### config.mk
export PLATFORM = sky130hd
export DESIGN_NAME = sqd_front
export DESIGN_NICKNAME = d
export VERILOG_FILES = /design/src/sqd_pkg.sv /design/src/sqd_front.sv
export SDC_FILE = /design/constraint.sdc
export NUM_CORES = 1
export LEC_CHECK = 0
export BUFFER_PORTS_ARGS = -buffer_cell sky130_fd_sc_hd__buf_2
export CORE_AREA = 2 2 39 41
export DETAILED_ROUTE_END_ITERATION = 16
export DIE_AREA = 0 0 41 43
export GPL_ROUTABILITY_DRIVEN = 0
export HOLD_SLACK_MARGIN = 0.03
export PLACE_DENSITY_LB_ADDON = 0.15
export SLEW_MARGIN = 20
export SYNTH_ARGS = -nofsm -noshare
export SYNTH_HDL_FRONTEND = slang
export SYNTH_SLANG_ARGS = --single-unit
### constraint.sdc
create_clock -name clk -period 1.25 [get_ports clk]
set_clock_uncertainty 0.1 [all_clocks]
set_input_delay 0.125 -clock clk [delete_from_list [all_inputs] [get_ports clk]]
set_output_delay 0.125 -clock clk [all_outputs]
set_load 0.02 [all_outputs]
### src/sqd_pkg.sv
// Shared constants, payload types and helpers for the shortest-queue dispatcher.
`timescale 1ns / 1ps
package sqd_pkg;

	localparam int NUM_SERVERS = 4;
	localparam int QUEUE_DEPTH = 64;
	localparam int WORK_LIMIT  = 256;

	// Fixed field widths of the words on the ports
	localparam int OP_W      = 1;
	localparam int WORK_IN_W = 8;
	localparam int ID_W      = 16;
	localparam int SERVER_W  = 2;
	localparam int REM_W     = 8;
	localparam int QLEN_W    = 7;

	// Internal widths
	localparam int SRV_W  = (NUM_SERVERS > 1) ? $clog2(NUM_SERVERS) : 1;
	localparam int PTR_W  = (QUEUE_DEPTH > 1) ? $clog2(QUEUE_DEPTH) : 1;
	localparam int FILL_W = $clog2(QUEUE_DEPTH + 1);
	localparam int WORK_W = $clog2(WORK_LIMIT);
	localparam int SLOTS  = NUM_SERVERS * QUEUE_DEPTH;
	localparam int ADDR_W = $clog2(SLOTS);

	typedef enum logic [OP_W-1:0] {
		OP_ARRIVAL = 1'b0,
		OP_TICK    = 1'b1
	} op_t;

	typedef enum logic [1:0] {
		EV_QUEUED   = 2'd0,
		EV_SERVED   = 2'd1,
		EV_DEPARTED = 2'd2,
		EV_REFUSED  = 2'd3
	} evt_t;

	typedef struct packed {
		op_t                  operation;
		logic [WORK_IN_W-1:0] work_amount;
	} req_t;

	typedef struct packed {
		evt_t                event_res;
		logic [ID_W-1:0]     job_id;
		logic [SERVER_W-1:0] server;
		logic [REM_W-1:0]    remaining_work;
		logic [QLEN_W-1:0]   queue_length;
		logic                last;
	} rsp_t;

	// Classified command handed from the front to the back
	typedef struct packed {
		logic              is_tick;
		logic [WORK_W-1:0] work;
	} cmd_t;

	// One job entry of the store
	typedef struct packed {
		logic [ID_W-1:0]   id;
		logic [WORK_W-1:0] work;
	} entry_t;

	typedef enum logic [2:0] {
		ST_IDLE,
		ST_ARR_SCAN,
		ST_ARR_EMIT,
		ST_TICK_SCAN,
		ST_TICK_EMIT
	} back_state_t;

	function automatic logic [ADDR_W-1:0] slot_addr(input logic [SRV_W-1:0] srv,
		input logic [PTR_W-1:0] ptr);
		slot_addr = ADDR_W'(ADDR_W'(srv) * ADDR_W'(QUEUE_DEPTH)) + ADDR_W'(ptr);
	endfunction

	function automatic logic [PTR_W-1:0] ptr_next(input logic [PTR_W-1:0] ptr);
		if (ptr == PTR_W'(QUEUE_DEPTH - 1)) begin
			ptr_next = '0;
		end else begin
			ptr_next = ptr + 1'b1;
		end
	endfunction

endpackage

### src/sqd_front.sv
// Input stage: registers each request word and turns it into a command.
`timescale 1ns / 1ps
module sqd_front (
	input  logic          clk,
	input  logic          arst_n,
	input  logic          req_valid,
	output logic          req_ready,
	input  sqd_pkg::req_t req_data,
	output logic          cmd_valid,
	input  logic          cmd_ready,
	output sqd_pkg::cmd_t cmd_data
);
	import sqd_pkg::*;

	logic valid_q;
	cmd_t cmd_q;
	cmd_t cmd_d;

	assign req_ready = !valid_q || cmd_ready;
	assign cmd_valid = valid_q;
	assign cmd_data  = cmd_q;

	// Classify and saturate the work amount
	always_comb begin
		cmd_d.is_tick = (req_data.operation == OP_TICK);
		if (32'(req_data.work_amount) > WORK_LIMIT - 1) begin
			cmd_d.work = WORK_W'(WORK_LIMIT - 1);
		end else begin
			cmd_d.work = WORK_W'(req_data.work_amount);
		end
	end

	always_ff @(posedge clk or negedge arst_n) begin
		if (!arst_n) begin
			valid_q <= 1'b0;
		end else if (req_valid && req_ready) begin
			valid_q <= 1'b1;
		end else if (cmd_ready) begin
			valid_q <= 1'b0;
		end
	end

	always_ff @(posedge clk) begin
		if (req_valid && req_ready) begin
			cmd_q <= cmd_d;
		end
	end

endmodule

Word-level counts from Yosys, hierarchy flattened
Cells that the tools add are included.

operators by class
  multiplexer cells = 2
  reduce and logical (&&, ||, !) cells = 4

operators with widths
  kind                count
  2-to-1 mux 1 bit    2
  nonzero test 2 bit  1
  logical AND 1 bit   1
  zero test 1 bit     1
  logical OR 1 bit    1

storage, ports and cells
  flip-flop bits (word level) = 10
  output and inout port bits = 11
  word-level logic and storage cells = 9

Depth between registers and ports, before layout
  depth after elaboration = 4
  gate-level depth with buffers = 2
  gate-level depth less buffers = 2

Worst setup path after synthesis
Ideal clock, no wire load.

  kind = register to register
  start point = reg valid_q (netlist: cmd_valid)
  end point = reg cmd_q, in the netlist cmd_data[0] (enable)
  library setup time = 0.301 ns
  arrival = 0.803 ns
  required time = 0.849 ns
  path slack = 0.046 ns
  cell stages (with the launch flop) = 3
  cell sequence = dfrtp_1 > nand2b_4 > and2_4

on the way
  longest elaborated chain between the ends = 3

RTL lines
  item                    RTL line         RTL
  from (decl)             sqd_front.sv:15  logic valid_q;
  from (signal assigned)  sqd_front.sv:35  valid_q <= 1'b0;
  from (signal assigned)  sqd_front.sv:37  valid_q <= 1'b1;
  from (signal assigned)  sqd_front.sv:39  valid_q <= 1'b0;
  zero test 1 bit         sqd_front.sv:19  assign req_ready = !valid_q || cmd_ready;
  logical OR 1 bit        sqd_front.sv:19
  named net req_ready     sqd_front.sv:7   output logic req_ready,
  logical AND 1 bit       sqd_front.sv:44  if (req_valid && req_ready) begin
  to (signal assigned)    sqd_front.sv:45  cmd_q <= cmd_d;
  to (decl)               sqd_front.sv:16  cmd_t cmd_q;

The timed path passes the listed nets, and every way through them passes these cells.
A chain may end at the register's enable or synchronous reset.

Final worst setup path
  start point = reg valid_q (netlist: cmd_valid)
  end point = out req_ready

on the way
  longest elaborated chain between the ends = 2

RTL lines
  item              RTL line
  zero test 1 bit   sqd_front.sv:19
  logical OR 1 bit  sqd_front.sv:19
  to (decl)         sqd_front.sv:7

No other way between the ends.

==> results.sh <==
export IMPL_status="finished clean"
export IMPL_maxSlewHeadroom=0.914
export IMPL_cts_reportedPaths_clkPinSlew_ns=0.07
export IMPL_cts_made_buffers=3
export IMPL_wirelength_um=644
export IMPL_yosys_top_cells_area="edfxtp_1 83%, dfrtp_1 7.7%, nand2b_4 4.2%"
export IMPL_area_growth_synth_to_final_pct=86.9
export IMPL_end_kind="primary output"
export IMPL_coreArea_mm2=0.00138
export IMPL_syn_area_um2=324
export IMPL_min_path_type="in2reg"
export IMPL_final_max_slew_viol_count=0
export IMPL_final_setup_viol_count=0
export IMPL_max_cap_violations=0
export IMPL_rsz0062_at_grt="no"
export IMPL_fillers=147
export IMPL_antenna_found_initial=0
export IMPL_finalHoldViolCount=0
export IMPL_drive_above_1_share=0.569
export IMPL_synth_compound_area_frac=0
export IMPL_diodes=0
export IMPL_postSynthCellCount=13
export IMPL_tightest_slew_ns=0.129
export IMPL_place_ws_ns=0.163
export IMPL_first_pass_iters=3
export IMPL_vias=259
export IMPL_start_util=0.234
export IMPL_hold_path_depth=3
export IMPL_p_per_area_mw_per_mm2=1290
export IMPL_placed_area_um2=459
export IMPL_ios=24
export IMPL_cts_sinks=10
export IMPL_syn_nets=26
export IMPL_syn_area_per_cell_um2=24.9
export IMPL_irDropWorstVdd_v=0.000492
export IMPL_max_freq_mhz=879
export IMPL_via_per_inst=3.87
export IMPL_synth_top_family_by_area="simple AND/OR/NAND/NOR gates"
export IMPL_ys_types=5
export IMPL_timing_final_crit_share=0.910
export IMPL_synthMuxAreaShare=0
export IMPL_place_inst=52
export IMPL_antenna_left=0
export IMPL_finalSetupTns_ns=0
export IMPL_worst_path_max_fanout=3
export IMPL_critPathLaunchType="register"
export IMPL_fp_dieH_um=43
export IMPL_worstPathRequired_ns=1.02
export IMPL_overflow=0
export IMPL_period_minus_slack_ns=1.14
export IMPL_rows=14
export IMPL_wl_per_cell_um=9.61
export IMPL_grt_pass1_vias=264
export IMPL_yosys_warnings=0
export IMPL_ys_ff_latch=10
export IMPL_stdcell_area_um2=606
export IMPL_yosys_area_top_type="edfxtp_1"
export IMPL_grt_usage=0.105
export IMPL_fp_dieW_um=41
export IMPL_clock_path_buffers=2
export IMPL_yosys_area_share_xor_xnor=0
export IMPL_setup_slack_ns=0.112
export IMPL_p_leak_uw=0.000269
export IMPL_final_cell_count_no_fill=67
export IMPL_drc_errors=0
export IMPL_yosys_area_share_simple=0.0888
export IMPL_clkLatencyLatePin_ns=0.26
export IMPL_port_buffers=23
export IMPL_r2r_cells=2
export IMPL_synthAdderAreaFrac=0
export IMPL_synth_top_area_share=0.834
export IMPL_critical_path_arrival_ns=0.91
export IMPL_dr_first_iter_drc_count=3
export IMPL_hold_worst_slack_ns=0.0406
export IMPL_die_area_mm2=0.00176
export IMPL_path_class="reg2out"
export IMPL_grt_pass1_wl_um=1060
export IMPL_layout_nets=65
export IMPL_grt_max_degree=10
export IMPL_htreeDepth=1
export IMPL_cts_root_buf="clkbuf_4"
export IMPL_cts_tree="built"
export IMPL_ys_seq_area_frac=0.911
-- through the flow --
step | util | total power (µW)
after floorplan | - | 441
after global placement | 0.332 | 477
after detailed placement | 0.332 | 479
after CTS | 0.438 | 793
after global routing | 0.438 | 824
final | 0.438 | 780
-- logic make-up (layout without fill, tap and decap cells) --
group | after synthesis | after routing
flops | 10 | 10
simple gates | 3 | 3
buf+inv | 0 | 38
-- layout by cell type (no fill, tap or decap) --
cell           netlist  layout
buf_2                0      23
dlygate4sd3_1        0      11
edfxtp_1             9       9
clkbuf_4             0       3
nand2b_4             1       1
and2_4               1       1
nand2b_1             1       1
clkbuf_8             0       1
dfrtp_1              1       1
-- cell type report --
class                   instances  area [µm²]  area share
flip-flops and latches         10         295       0.488
repair buffers                 34         225       0.372
clock buffers                   4        36.3      0.0599
multi-input cells               3        28.8      0.0475
well taps                      16        20.0      0.0331
-- critical path, stage by stage (launching register included) --
cell	delay [ns]
dfrtp_1	0.41
nand2b_4	0.08
buf_2	0.16
-- what timing repair did --
action | CTS | global route
setup buffers | 0 | 0
resized for setup | 0 | 0
hold buffers | 11 | 0
endpoints found under the hold margin | 11 | 0
-- flip-flops by register name, indices dropped and copies added (netlist names) --
name,count
cmd_data,9
cmd_valid,1
-- worst paths after layout --
| check | from | endpoint | slack, ns |
|---|---|---|---|
| worst min-delay path | cmd_ready | cmd_valid$_DFFE_PN0P_ | 0.04 |
| worst max-delay path | cmd_valid$_DFFE_PN0P_ | req_ready | 0.11 |
| worst max register to register | cmd_valid$_DFFE_PN0P_ | cmd_data[3]$_DFFE_PP_ | 0.15 |
| worst min register to register | cmd_valid$_DFFE_PN0P_ | cmd_valid$_DFFE_PN0P_ | 0.45 |
| min in group asynchronous | arst_n | cmd_valid$_DFFE_PN0P_ | 0.06 |
| max in group asynchronous | arst_n | cmd_valid$_DFFE_PN0P_ | 0.91 |
-- power by group --
part           total [µW]  internal [µW]  switching [µW]
Combinational         105           55.1            49.8
Clock                 283            177             107
Sequential            392            387            5.47
-- synthesized netlist by cell type --
| cell | instances |
|---|---|
| and2_4 | 1 |
| edfxtp_1 | 9 |
| dfrtp_1 | 1 |
| nand2b_1 | 1 |
| nand2b_4 | 1 |
-- per-layer routing --
layer  GRT usage  up-vias  part of all wire
li1            -      126                 -
met1      0.0712      121              0.29
met2       0.163       12              0.60
met3      0.0785        0              0.10
met4       0.100        0                 0
met5           0        -                 0
Note: power is estimated with default switching activity, not from simulation.
