## src/sqd_pkg.sv

```systemverilog
// Shared constants, payload types and helpers for the shortest-queue dispatcher.
`timescale 1ns / 1ps
package sqd_pkg;

	localparam int NUM_SERVERS = 4;
	localparam int QUEUE_DEPTH = 64;
	localparam int WORK_LIMIT  = 256;

	// Fixed field widths of the words on the ports
	localparam int OP_W      = 1;
	localparam int WORK_IN_W = 8;
	localparam int ID_W      = 16;
	localparam int SERVER_W  = 2;
	localparam int REM_W     = 8;
	localparam int QLEN_W    = 7;

	// Internal widths
	localparam int SRV_W  = (NUM_SERVERS > 1) ? $clog2(NUM_SERVERS) : 1;
	localparam int PTR_W  = (QUEUE_DEPTH > 1) ? $clog2(QUEUE_DEPTH) : 1;
	localparam int FILL_W = $clog2(QUEUE_DEPTH + 1);
	localparam int WORK_W = $clog2(WORK_LIMIT);
	localparam int SLOTS  = NUM_SERVERS * QUEUE_DEPTH;
	localparam int ADDR_W = $clog2(SLOTS);

	typedef enum logic [OP_W-1:0] {
		OP_ARRIVAL = 1'b0,
		OP_TICK    = 1'b1
	} op_t;

	typedef enum logic [1:0] {
		EV_QUEUED   = 2'd0,
		EV_SERVED   = 2'd1,
		EV_DEPARTED = 2'd2,
		EV_REFUSED  = 2'd3
	} evt_t;

	typedef struct packed {
		op_t                  operation;
		logic [WORK_IN_W-1:0] work_amount;
	} req_t;

	typedef struct packed {
		evt_t                event_res;
		logic [ID_W-1:0]     job_id;
		logic [SERVER_W-1:0] server;
		logic [REM_W-1:0]    remaining_work;
		logic [QLEN_W-1:0]   queue_length;
		logic                last;
	} rsp_t;

	// Classified command handed from the front to the back
	typedef struct packed {
		logic              is_tick;
		logic [WORK_W-1:0] work;
	} cmd_t;

	// One job entry of the store
	typedef struct packed {
		logic [ID_W-1:0]   id;
		logic [WORK_W-1:0] work;
	} entry_t;

	typedef enum logic [2:0] {
		ST_IDLE,
		ST_ARR_SCAN,
		ST_ARR_EMIT,
		ST_TICK_SCAN,
		ST_TICK_EMIT
	} back_state_t;

	function automatic logic [ADDR_W-1:0] slot_addr(input logic [SRV_W-1:0] srv,
		input logic [PTR_W-1:0] ptr);
		slot_addr = ADDR_W'(ADDR_W'(srv) * ADDR_W'(QUEUE_DEPTH)) + ADDR_W'(ptr);
	endfunction

	function automatic logic [PTR_W-1:0] ptr_next(input logic [PTR_W-1:0] ptr);
		if (ptr == PTR_W'(QUEUE_DEPTH - 1)) begin
			ptr_next = '0;
		end else begin
			ptr_next = ptr + 1'b1;
		end
	endfunction

endpackage

```

## src/sqd_cmd_fifo.sv

```systemverilog
// Two-entry command queue between the front and the back.
`timescale 1ns / 1ps
module sqd_cmd_fifo (
	input  logic          clk,
	input  logic          arst_n,
	input  logic          wr_valid,
	output logic          wr_ready,
	input  sqd_pkg::cmd_t wr_data,
	output logic          rd_valid,
	input  logic          rd_pop,
	output sqd_pkg::cmd_t rd_data
);
	import sqd_pkg::*;

	cmd_t       slots_q [2];
	logic       wr_ptr_q;
	logic       rd_ptr_q;
	logic [1:0] count_q;
	logic       push;
	logic       pop;

	assign wr_ready = (count_q != 2'd2);
	assign rd_valid = (count_q != 2'd0);
	assign rd_data  = slots_q[rd_ptr_q];
	assign push     = wr_valid && wr_ready;
	assign pop      = rd_pop && rd_valid;

	always_ff @(posedge clk or negedge arst_n) begin
		if (!arst_n) begin
			wr_ptr_q <= 1'b0;
			rd_ptr_q <= 1'b0;
			count_q  <= 2'd0;
		end else begin
			if (push) begin
				wr_ptr_q <= !wr_ptr_q;
			end
			if (pop) begin
				rd_ptr_q <= !rd_ptr_q;
			end
			if (push && !pop) begin
				count_q <= count_q + 2'd1;
			end else if (pop && !push) begin
				count_q <= count_q - 2'd1;
			end
		end
	end

	always_ff @(posedge clk) begin
		if (push) begin
			slots_q[wr_ptr_q] <= wr_data;
		end
	end

endmodule

```

## config.mk

```make
export PLATFORM = sky130hd
export DESIGN_NAME = sqd_cmd_fifo
export DESIGN_NICKNAME = d
export VERILOG_FILES = /design/src/sqd_pkg.sv /design/src/sqd_cmd_fifo.sv
export SDC_FILE = /design/constraint.sdc
export NUM_CORES = 1
export LEC_CHECK = 0
export BUFFER_PORTS_ARGS = -buffer_cell sky130_fd_sc_hd__buf_2
export CORE_UTILIZATION = 44
export DETAILED_ROUTE_END_ITERATION = 10
export PLACE_DENSITY = 0.72
export SETUP_SLACK_MARGIN = 0.05
export SYNTH_ARGS = -nofsm -noshare
export SYNTH_HDL_FRONTEND = slang
export SYNTH_SLANG_ARGS = --single-unit
```

## constraint.sdc

```tcl
create_clock -name clk -period 1.45 [get_ports clk]
set_input_delay 0.29 -clock clk [delete_from_list [all_inputs] [get_ports clk]]
set_output_delay 0.29 -clock clk [all_outputs]
set_load 0.01 [all_outputs]
```

== Word-level counts from Yosys, hierarchy flattened ==
Memories as Yosys holds them, arrays and structs flattened.
Index checks and enable logic that the tools add are counted.
Storage, ports and cells
  bits in registers: 4
  bits in writable memories: 18
  input port bits: 13
  output and inout port bits: 11
  word-level logic and storage cells: 21
  memories kept: 1
Cells by class
  add/subtract/negate cells: 2
  equality and inequality tests: 1
  mux-type cells: 4
  reductions and logical operators: 10
Memory list
  slots_q: words 2, width 9, rd ports 1, clocked after Yosys merged registers in 0, wr ports 1, RTL line sqd_cmd_fifo.sv:15  | cmd_t slots_q [2];
Operators with widths (count)
  $logic_and 1x1->1: 4
  $logic_not 1->1: 4
  $mux 2: 2
  $reduce_bool 2->1: 2
  $add 2x1->2 const B: 1
  $mux 1: 2
  $ne 2x2->1 const B: 1
  $sub 2x1->2 const B: 1

== Logic depth before layout (Yosys ltp) ==
  depth after elaboration: 6
  gate-level depth with buffers: 7
  gate-level depth less buffers: 7

== Least setup slack after synthesis ==
OpenSTA, ideal clock, no wires.
  path type: register to register
  start: register count_q[0]
  end: memory slots_q[0][0] (netlist name) (enable)
  setup time: 0.374 ns
  data arrival time: 1.057 ns
  required time: 1.076 ns
  path slack: 0.019 ns
  cell stages (with the launch flop): 4
  path buffers: 0
  period minus slack after synthesis: 1.431 ns
  path through: dfrtp_1 -> nand2b_4 -> nand2_1 -> nor2_1
On the way
  cells in the longest elaborated chain, start to end: 4
Ends and longest elaborated chain
  start, declared: RTL line sqd_cmd_fifo.sv:18  | logic [1:0] count_q;
  start signal, assigned: RTL line sqd_cmd_fifo.sv:41  | count_q <= count_q + 2'd1;
  start signal, assigned: RTL line sqd_cmd_fifo.sv:43  | count_q <= count_q - 2'd1;
  $ne 2x2->1: RTL line sqd_cmd_fifo.sv:22  | assign wr_ready = (count_q != 2'd2);
  via wr_ready: RTL line sqd_cmd_fifo.sv:7  | output logic wr_ready,
  $logic_and 1x1->1: RTL line sqd_cmd_fifo.sv:25  | assign push = wr_valid && wr_ready;
  $mux 1: RTL line sqd_cmd_fifo.sv:49  | if (push) begin
  $mux 1 (not written as such): RTL line sqd_cmd_fifo.sv:50  | slots_q[wr_ptr_q] <= wr_data;
  end, declared: RTL line sqd_cmd_fifo.sv:15
The timed path passes the listed nets, and every way through them passes these cells.

==> results.cfg <==
[outcome]
status = finished, violations left
failed_checks = setup timing

[global_route]
antenna_found_initial = 0
first_global_vias = 518
overflow = 0
grtUsageTotal_pct = 15.9
grt_first_pass_wirelength_um = 2200
grt_max_degree = 14

[timing]
worst_slack_ns = -0.159
worst_pin_slew_ns = 0.183
finalSetupViolCount = 9
slew_viol_final = 0
fin_worst_skew_ns = 0.00364
finalSetupTns_ns = -1.32
finalHoldViolCount = 0
rsz0062_at_grt = yes
slew_headroom_pct = 87.8
timing.fmax_mhz = 621
fin_crit_ns = 1.61
fin_crit_sh_pct = 111

[drt]
wl_per_cell_um = 14.5
ant_nets = 0
viasPerCell = 4.66
drc = 0
vias = 513
wl_um = 1590
first_pass_iters = 4
drt-initial-drc-count = 6

[worst_setup_path]
r2r_cells = 6
crit_required_ns = 1.16
cp-start-kind = flop
worstSetupEndpointType = output pin
cp_max_fo = 5
critical_path_class = flop to output pin
cp.arrival_ns = 1.32

[floorplan]
die_w_um = 46.2
std_cell_rows = 15
fp.coreArea_um2 = 1780
pin_count = 24
dieArea_um2 = 2140
start_util_pct = 48.3
chipHeight_um = 46.2

[finish]
area_growth_pct = 46.5
drive_gt1_share_pct = 67.1
n_antenna_cell = 0
n_fill_cell = 122
final_cells = 110
nets = 100

[clock_network]
cts_buffer_depth = 2
clkSlewWorstSetupHoldPaths_ns = 0.12
htreeDepth = 1
cts_tree = built
clock_latency_ns = 0.31
root_buffer = clkbuf_4
cts_sinks = 22
numCtsBuffers = 3

[power]
internal_power_mw = 1.91
p_switching_uw = 785
pwr-share-clk_pct = 17.3
p_leak_nw = 0.519
p_comb_share_pct = 46.5
seqPwrFrac_pct = 36.3
cellPowerDensity_nw_per_um2 = 2130
vdd.ir_drop.worst_mv = 1.58
p_sw_share_pct = 29.2

[min_path]
hp-class = primary input to flop
hold_path_depth = 1

[placed_design]
io_buffer_count = 23
place_congestion = 0.642
dp_slack_ns = 0.0262
hpwl_um = 929
dp.cells = 97

[synth]
ys_seq_area_share_pct = 74.4
syn_nets = 60
syn_inst = 46
yosys_warnings = 0
synth_seq_cells = 22
ys_types = 14
synth_area_per_cell_um2 = 18.7
syn_area_um2 = 861

[job]
drv_cap = 0
synth_stat cells (all sizes together):
cell	n	area, um^2
and3	1	6.26
buf	1	7.51
dfrtp	4	100
edfxtp	18	541
ha	1	12.5
inv	1	3.75
mux2	9	101
nand2	2	15.0
nand2b	1	13.8
nor2	2	7.51
or2	1	8.76
xnor2	3	26.3
xor2	2	17.5
layout by cell type (no fill, tap or decap):
cell type and count:
buf_4 8, dlygate4sd3_1 1, and3_1 1, xor2_1 2, nand2_4 2, clkbuf_4 3, buf_2 13, buf_6 14
nor2_4 1, ha_4 1, mux2_2 9, nor2_2 1, edfxtp_1 18, xnor2_1 3, or2_4 1, inv_2 1
bufinv_16 1, dfrtp_1 3, dfrtp_2 1, nand2b_4 1
timing repair:
| item | in CTS | in global routing |
|---|---|---|
| setup buffers | 5 | 3 |
| pin swaps | 1 | 6 |
| endpoints found under the setup margin | 11 | 21 |
| resized for setup | 10 | 13 |
| endpoints found under the hold margin | 4 | 0 |
| hold buffers | 1 | 0 |
metrics by stage:
stage / hold slack (ns) / utilization [%] / area, um^2 / total power, mW
global placement: 0.104 / 57.9 / 1030 / 1.74
floorplan: -0.00559 / - / 863 / 1.50
finish: 0.160 / 70.7 / 1260 / 2.69
detailed placement: 0.105 / 57.9 / 1030 / 1.77
CTS: 0.148 / 66.1 / 1180 / 2.48
global route: 0.151 / 70.7 / 1260 / 2.82
logic make-up (layout without fill, tap and decap cells):
family,Yosys count,in the layout,synth area share [%]
AND/OR/NAND/NOR,7,7,5.96
buffers and inverters,2,41,1.31
flip-flops,22,22,74.4
XOR/XNOR,5,5,5.09
multiplexers,9,9,11.8
adder cells (fa/ha/maj),1,1,1.45
worst max-delay path, stage by stage (launching register included):
cell and delay [ns]:
dfrtp_2 0.41, buf_6 0.13, mux2_2 0.35, buf_6 0.12
power groups by stage:
stage	Clock [mW]	Sequential, mW	Combinational, mW
floorplan	0	0.958	0.541
global placement	0	1.02	0.718
detailed placement	0	1.03	0.732
finish	0.465	0.976	1.25
global route	0.495	0.992	1.33
CTS	0.473	0.960	1.04
worst paths after layout:
kind,from,end,slack (ns)
max,rd_ptr_q$_DFFE_PN0P_,rd_data[7],-0.16
min,wr_data[1],slots_q[1][1]$_DFFE_PP_,0.16
max reg2reg,count_q[1]$_DFFE_PN0P_,count_q[1]$_DFFE_PN0P_,0.07
min reg2reg,wr_ptr_q$_DFFE_PN0P_,wr_ptr_q$_DFFE_PN0P_,0.59
max in group asynchronous,arst_n,rd_ptr_q$_DFFE_PN0P_,1.03
min in group asynchronous,arst_n,count_q[0]$_DFFE_PN0P_,0.29
state kept, by name, indices dropped and copies added (netlist names):
name and count:
slots_q 18, count_q 2, wr_ptr_q 1, rd_ptr_q 1
routing by layer:
metal | track usage, % | up-vias | wire (um)
li1 | - | 243 | -
met2 | 26.2 | 14 | 884
met4 | 13.5 | 0 | 30
met1 | 17.9 | 252 | 618
met3 | 2.35 | 4 | 56
met5 | 0 | - | 0
layout make-up:
| class | instances | area, um^2 | area share [%] |
|---|---|---|---|
| clock buffer | 3 | 22.5 | 1.79 |
| clock inverter | 1 | 30.0 | 2.38 |
| inverter | 1 | 3.75 | 0.298 |
| multi-input combinational | 22 | 239 | 18.9 |
| sequential | 22 | 642 | 50.9 |
| tap | 25 | 31.3 | 2.48 |
| timing repair buffer | 36 | 293 | 23.2 |
No activity file was read; power rests on OpenSTA's default activity.
